[src/hw/rtl/thls_pkg.sv]
`timescale 1ns / 1ps
// ----------------------------------------------------------------------------
// thls_pkg
// Shared types, step codes and saturating Q32.32 helpers for the line solver.
// ----------------------------------------------------------------------------
package thls_pkg;

	localparam int MAX_NODES_DEF = 64;
	localparam int NODE_W        = 6;
	localparam int CFG_IDX_W     = 1;
	localparam int Q_W           = 64;

	localparam logic [CFG_IDX_W-1:0] CFG_TIME_STEP = 1'd0;
	localparam logic [CFG_IDX_W-1:0] CFG_STEP_DX2  = 1'd1;

	localparam logic signed [63:0] Q_ONE = 64'sh0000_0001_0000_0000;
	localparam logic signed [63:0] Q_MAX = 64'sh7fff_ffff_ffff_ffff;
	localparam logic signed [63:0] Q_MIN = 64'sh8000_0000_0000_0000;

	// sequencer steps
	localparam logic [3:0] STEP_R_MUL = 4'd0;
	localparam logic [3:0] STEP_R_DIV = 4'd1;
	localparam logic [3:0] STEP_X_MUL = 4'd2;
	localparam logic [3:0] STEP_S_MUL = 4'd3;
	localparam logic [3:0] STEP_S_DIV = 4'd4;
	localparam logic [3:0] STEP_COEF  = 4'd5;
	localparam logic [3:0] STEP_D_MUL = 4'd6;
	localparam logic [3:0] STEP_N_MUL = 4'd7;
	localparam logic [3:0] STEP_C_DIV = 4'd8;
	localparam logic [3:0] STEP_P_DIV = 4'd9;
	localparam logic [3:0] STEP_B_RD  = 4'd10;
	localparam logic [3:0] STEP_B_MUL = 4'd11;
	localparam logic [3:0] STEP_NONE  = 4'd15;

	typedef struct packed {
		logic [62:0]        vol_heat_cap;
		logic [62:0]        conductivity;
		logic signed [63:0] old_temperature;
		logic signed [63:0] cross_neighbour_sum;
		logic signed [63:0] heat_source;
		logic               last_node;
	} in_item_t;

	typedef struct packed {
		logic [NODE_W-1:0]  node_index;
		logic signed [63:0] new_temperature;
		logic               divide_fault;
		logic               final_result;
	} out_item_t;

	typedef struct packed {
		logic       load;
		logic [3:0] step;
		logic       start;
		logic       commit;
		logic       emit;
		logic       finish;
	} cmd_t;

	typedef struct packed {
		logic done;
		logic n_zero;
		logic last;
		logic idx_zero;
		logic out_free;
	} sts_t;

	function automatic logic [63:0] mag(input logic signed [63:0] x);
		mag = x[63] ? (~x + 64'd1) : x;
	endfunction

	function automatic logic signed [63:0] from_sm(input logic neg, input logic [63:0] m);
		if (neg)
			from_sm = m[63] ? Q_MIN : (~m + 64'd1);
		else
			from_sm = m[63] ? Q_MAX : m;
	endfunction

	function automatic logic signed [63:0] sat_add(input logic signed [63:0] a,
		input logic signed [63:0] b);
		logic [64:0] s;
		s = {a[63], a} + {b[63], b};
		if (s[64] != s[63])
			sat_add = s[64] ? Q_MIN : Q_MAX;
		else
			sat_add = s[63:0];
	endfunction

	function automatic logic signed [63:0] sat_sub(input logic signed [63:0] a,
		input logic signed [63:0] b);
		logic [64:0] s;
		s = {a[63], a} - {b[63], b};
		if (s[64] != s[63])
			sat_sub = s[64] ? Q_MIN : Q_MAX;
		else
			sat_sub = s[63:0];
	endfunction

	function automatic logic signed [63:0] sat_neg(input logic signed [63:0] a);
		sat_neg = (a == Q_MIN) ? Q_MAX : (~a + 64'd1);
	endfunction

endpackage

[src/hw/rtl/thls_ctrl.sv]
`timescale 1ns / 1ps
// ----------------------------------------------------------------------------
// thls_ctrl
// Sequencer: steps each node through elimination, then back-substitution after the last node.
// ----------------------------------------------------------------------------
module thls_ctrl (
	input  logic           clk,
	input  logic           arst_n,
	input  logic           in_valid,
	output logic           in_ready,
	input  thls_pkg::sts_t sts,
	output thls_pkg::cmd_t cmd
);
	import thls_pkg::*;

	localparam logic [2:0] S_IDLE  = 3'd0;
	localparam logic [2:0] S_RUN   = 3'd1;
	localparam logic [2:0] S_COEF  = 3'd2;
	localparam logic [2:0] S_RWAIT = 3'd3;
	localparam logic [2:0] S_EMIT  = 3'd4;
	localparam logic [2:0] S_BRD   = 3'd5;

	logic [2:0] state_q, state_d;
	logic [3:0] step_q, step_d;
	logic       wait_q, wait_d;

	always_comb begin
		state_d = state_q;
		step_d  = step_q;
		wait_d  = wait_q;
		cmd     = '0;
		cmd.step = STEP_NONE;
		case (state_q)
			S_IDLE: begin
				if (in_valid) begin
					cmd.load = 1'b1;
					state_d  = S_RUN;
					step_d   = STEP_R_MUL;
				end
			end
			S_RUN: begin
				cmd.step = step_q;
				if (!wait_q) begin
					cmd.start = 1'b1;
					wait_d    = 1'b1;
				end else if (sts.done) begin
					cmd.commit = 1'b1;
					wait_d     = 1'b0;
					case (step_q)
						STEP_R_MUL: step_d  = STEP_R_DIV;
						STEP_R_DIV: step_d  = STEP_X_MUL;
						STEP_X_MUL: step_d  = STEP_S_MUL;
						STEP_S_MUL: step_d  = STEP_S_DIV;
						STEP_S_DIV: state_d = S_COEF;
						STEP_D_MUL: step_d  = STEP_N_MUL;
						STEP_N_MUL: step_d  = STEP_C_DIV;
						STEP_C_DIV: step_d  = STEP_P_DIV;
						STEP_P_DIV: state_d = sts.last ? S_EMIT : S_IDLE;
						STEP_B_MUL: state_d = S_EMIT;
						default:    state_d = S_IDLE;
					endcase
				end
			end
			S_COEF: begin
				cmd.step   = STEP_COEF;
				cmd.commit = 1'b1;
				if (sts.n_zero) begin
					state_d = S_RUN;
					step_d  = STEP_C_DIV;
				end else begin
					state_d = S_RWAIT;
					step_d  = STEP_D_MUL;
				end
			end
			S_RWAIT: state_d = S_RUN;
			S_EMIT: begin
				if (sts.out_free) begin
					cmd.emit = 1'b1;
					if (sts.idx_zero) begin
						cmd.finish = 1'b1;
						state_d    = S_IDLE;
					end else
						state_d = S_BRD;
				end
			end
			S_BRD: begin
				cmd.step   = STEP_B_RD;
				cmd.commit = 1'b1;
				state_d    = S_RWAIT;
				step_d     = STEP_B_MUL;
			end
			default: state_d = S_IDLE;
		endcase
	end

	always_ff @(posedge clk or negedge arst_n) begin
		if (!arst_n) begin
			state_q <= S_IDLE;
			step_q  <= STEP_NONE;
			wait_q  <= 1'b0;
		end else begin
			state_q <= state_d;
			step_q  <= step_d;
			wait_q  <= wait_d;
		end
	end

	assign in_ready = (state_q == S_IDLE);

endmodule

[config.mk]
export PLATFORM = sky130hd
export DESIGN_NAME = thls_ctrl
export DESIGN_NICKNAME = d
export VERILOG_FILES = /design/src/hw/rtl/thls_pkg.sv /design/src/hw/rtl/thls_ctrl.sv
export SDC_FILE = /design/constraint.sdc
export NUM_CORES = 1
export LEC_CHECK = 0
export BUFFER_PORTS_ARGS = -buffer_cell sky130_fd_sc_hd__clkbuf_2
export CAP_MARGIN = 10
export CORE_MARGIN = 3
export CORE_UTILIZATION = 40
export CTS_BUF_LIST = sky130_fd_sc_hd__clkbuf_8
export DETAILED_ROUTE_END_ITERATION = 8
export SLEW_MARGIN = 15
export SYNTH_ARGS = -nofsm -noshare
export SYNTH_HDL_FRONTEND = slang
export SYNTH_SLANG_ARGS = --single-unit
[constraint.sdc]
create_clock -name clk -period 1.65 [get_ports clk]
set_input_delay 0.0825 -clock clk [delete_from_list [all_inputs] [get_ports clk]]
set_output_delay 0.0825 -clock clk [all_outputs]
set_load 0.01 [all_outputs]
==> metrics.md <==
| Metric | Value |
|---|---|
| Antenna Cells | `0` |
| Most frequent cells in the layout | `17 x clkbuf_2, 10 x nor2_1, 8 x buf_4` |
| Antenna violations before repair | `0` |
| Worst-path clk slew | `40 ps` |
| Synth Flop Type | `dfstp_2` |
| Synth async-reset ratio | `100.0%` |
| Post-synth EDFFs | `0` |
| Place WS | `just under 50 ps` |
| CP Max Fanout | `7` |
| Synthesized area | `724.4 sq um` |
| Final hold vios | `0` |
| WP data required | `around 1800 ps` |
| DRC viols | `0` |
| Initial Util | `~45%` |
| Ranking of synthesized cells by area | `dfstp_2 15%, dfrtp_1 14%, nor2_1 5.2%` |
| Core Area | `~1600 sq um` |
| Power Internal | `around 960 uW` |
| Area delta synth->final | `32.12%` |
| Clock power share | `between 10% and 20%` |
| DRT iter0 DRCs | `22` |
| Die area | `about 2400 sq um` |
| Commonest non-fill, non-tap cell in the layout | `clkbuf_2` |
| Fin Clk Skew | `around 0.26 ps` |
| Clock Root Buffer | `clkbuf_8` |
| Number of max-slew violations in the final report | `0` |
| Crit path capture type | `flip-flop` |
| Drt wl/cell | `roughly 15 um` |
| Drt first pass iters | `4` |
| Max cap viols | `0` |
| Gate power share | `between 50% and 60%` |
| Final Cell Area | `957.2 sq um` |
| Fmax | `between 600 and 700 MHz` |
| Final min period | `around 1600 ps` |
| R2R depth | `5` |
| Final net count | `approximately 120` |
| Netlist cell types | `44` |
| Mean Syn Cell Area | `8.232 sq um` |
| Via Count | `between 700 and 800` |
| Clk sinks | `8` |
| Worst hold path type | `in2reg` |
| TritonCTS Buffers | `3` |
| Ports | `18` |
| Final WS setup | `~50 ps` |
| Largest area contributor in the netlist | `dfstp_2` |
| Clock tree buffer depth | `2` |
| Switching Share | `42.53%` |
| Slowest CP cell | `dfrtp_2` |
| Final ANT Viol Nets | `0` |
| Share of layout cells above drive strength 1 | `approximately two fifths` |
| Total routed wirelength | `between 2000 and 2500 um` |
| Clk Latency, worst-skew pair | `~230 ps` |
| Share of the synthesized area in the top cell type | `14.51%` |
| Width of the die | `between 40 and 50 um` |
| GRT Util Overall | `about 19%` |
| Arr. time, crit path | `about 1800 ps` |
| Number of global-route vias before repair | `between 700 and 800` |
| Cell Pwr Density | `about 1800 nW/um^2` |
| Placement row count | `14` |
| Hold path cells | `3` |
| Period utilization | `a little over nine tenths` |
| Critical-path cell list | `buf_4, and2b_4, a22o_1, nor2_4, mux2_2` |
| Largest net degree at the start of global routing | `17` |
| Relative max-transition margin | `around three quarters` |
| Sequential fraction of the synthesis area | `around 28%` |
| Final setup TNS | `0 ps` |
| IO Port Bufs | `17` |
| Sequential share of power | `about 27%` |
| Crit Path Class | `reg2reg` |
| VDD IR max | `0.0009467 V` |
| R2R Setup Slk | `50 ps` |
| Detailed Place HPWL | `about 1400 um` |
| Nets in the synthesized netlist | `96` |
| Htree depth | `1` |
| Routability cong. | `0.8030` |
| Worst-case hold slack | `139.4 ps` |
| Worst-margin pin slew | `391.7 ps` |
| Final setup vio count | `0` |
| CTS tree | `done` |
| Chip height | `slightly below 50 um` |
| Max stage delay on crit path | `between 400 and 500 ps` |
| Grt total ovfl | `0` |
| Psw | `approximately 710 uW` |
| Post-DR vias/cell | `around 5.6` |
| First-pass GRT wire length | `3443 um` |
| Post-DP Area | `slightly below 900 sq um` |
| Worst Setup Start Kind | `flip-flop` |
| Post-Synthesis Cells | `between 80 and 90` |
| #FFs+latches synth | `8` |
| Status | `completed` |
| RSZ-0062 raised after global routing | `no` |
| Ys Warns | `0` |
| Leakage | `~0.43 nW` |
==> per-stage QoR <==
stage                     power (mW)  utilization [%]  std cells
final                          1.677            59.39        138
after global routing           1.824            59.39        138
after CTS                      1.642            57.30        136
after detailed placement       1.377            53.73        131
after global placement         1.372            53.73        131
after floorplan                1.083                -         88
==> cells by family after synthesis <==
| kind of cell | count (synthesis) | share of synthesized area [%] |
|---|---|---|
| and+or+nand+nor | 43 | 36.27 |
| AOI/OAI and AO/OA | 28 | 26.94 |
| DFF | 8 | 28.33 |
| muxes | 1 | 1.554 |
| buffers and inverters | 8 | 6.907 |
==> power by group through the flow <==
| stage | Clock (mW) | Sequential (mW) | Combinational, mW |
|---|---|---|---|
| finish | 0.248 | 0.449 | 0.980 |
| global route | 0.270 | 0.465 | 1.09 |
| CTS | 0.254 | 0.444 | 0.944 |
| detailed placement | 0 | 0.443 | 0.934 |
| global placement | 0 | 0.438 | 0.933 |
| floorplan | 0 | 0.376 | 0.707 |
==> routing by layer <==
| layer | up-vias | part of all wire (%) | global-route usage, % |
|---|---|---|---|
| met4 | 0 | 1.4 | 6.635 |
| met5 | - | 0 | 0 |
| met1 | 369 | 45 | 23.50 |
| li1 | 382 | - | - |
| met3 | 4 | 3.7 | 4.294 |
| met2 | 18 | 49 | 30.73 |
==> Yosys cell counts (2+ instances only) <==
cell / number
nor4_1: 2
o21bai_1: 3
buf_6: 2
nor3_1: 2
inv_1: 3
nand2b_1: 3
a31oi_1: 2
o21ai_0: 6
dfstp_2: 4
dfrtp_1: 4
nor2b_1: 2
nand2_1: 7
nor2_1: 10
a21oi_1: 5
and2_1: 3
a22o_1: 2
==> final timing paths <==
path / startpoint / to
worst max-delay path: state_q[0] / step_q[3]
worst min-delay path: sts[0] / state_q[2]
worst max register to register: state_q[0] / step_q[3]
worst min register to register: wait_q / wait_q
max in group asynchronous: arst_n / step_q[2]
min in group asynchronous: arst_n / wait_q
==> area by class of cell <==
type / instances / area (sq um)
repair buffers: 27 / 175.2
clock buffers: 3 / 41.29
flip-flops and latches: 8 / 207.7
multi-input cells: 72 / 488.0
clock inverters: 1 / 3.754
inverters: 3 / 11.26
fillers: 153 / 654.4
well taps: 24 / 30.03
==> sequential cells by signal, indices dropped and copies added, names as in the netlist <==
name     count
state_q      3
step_q       4
wait_q       1
==> worst max-delay path, delay by kind of cell, from the launching register on <==
kind,cells,cell delay [ps]
AO/OA/AOI/OAI,1,280
multiplexers,1,340
buffers and inverters,1,160
flip-flops,1,450
AND/OR/NAND/NOR,2,300
==> repair_timing <==
action | in CTS | in global routing
hold endpoints to repair | 8 | 0
hold buffers | 1 | 0
pin swaps | 0 | 1
buffers inserted | 0 | 2
gates resized for setup | 2 | 3
endpoints found under the setup margin | 1 | 3
Power figures use the tool's default switching activity.
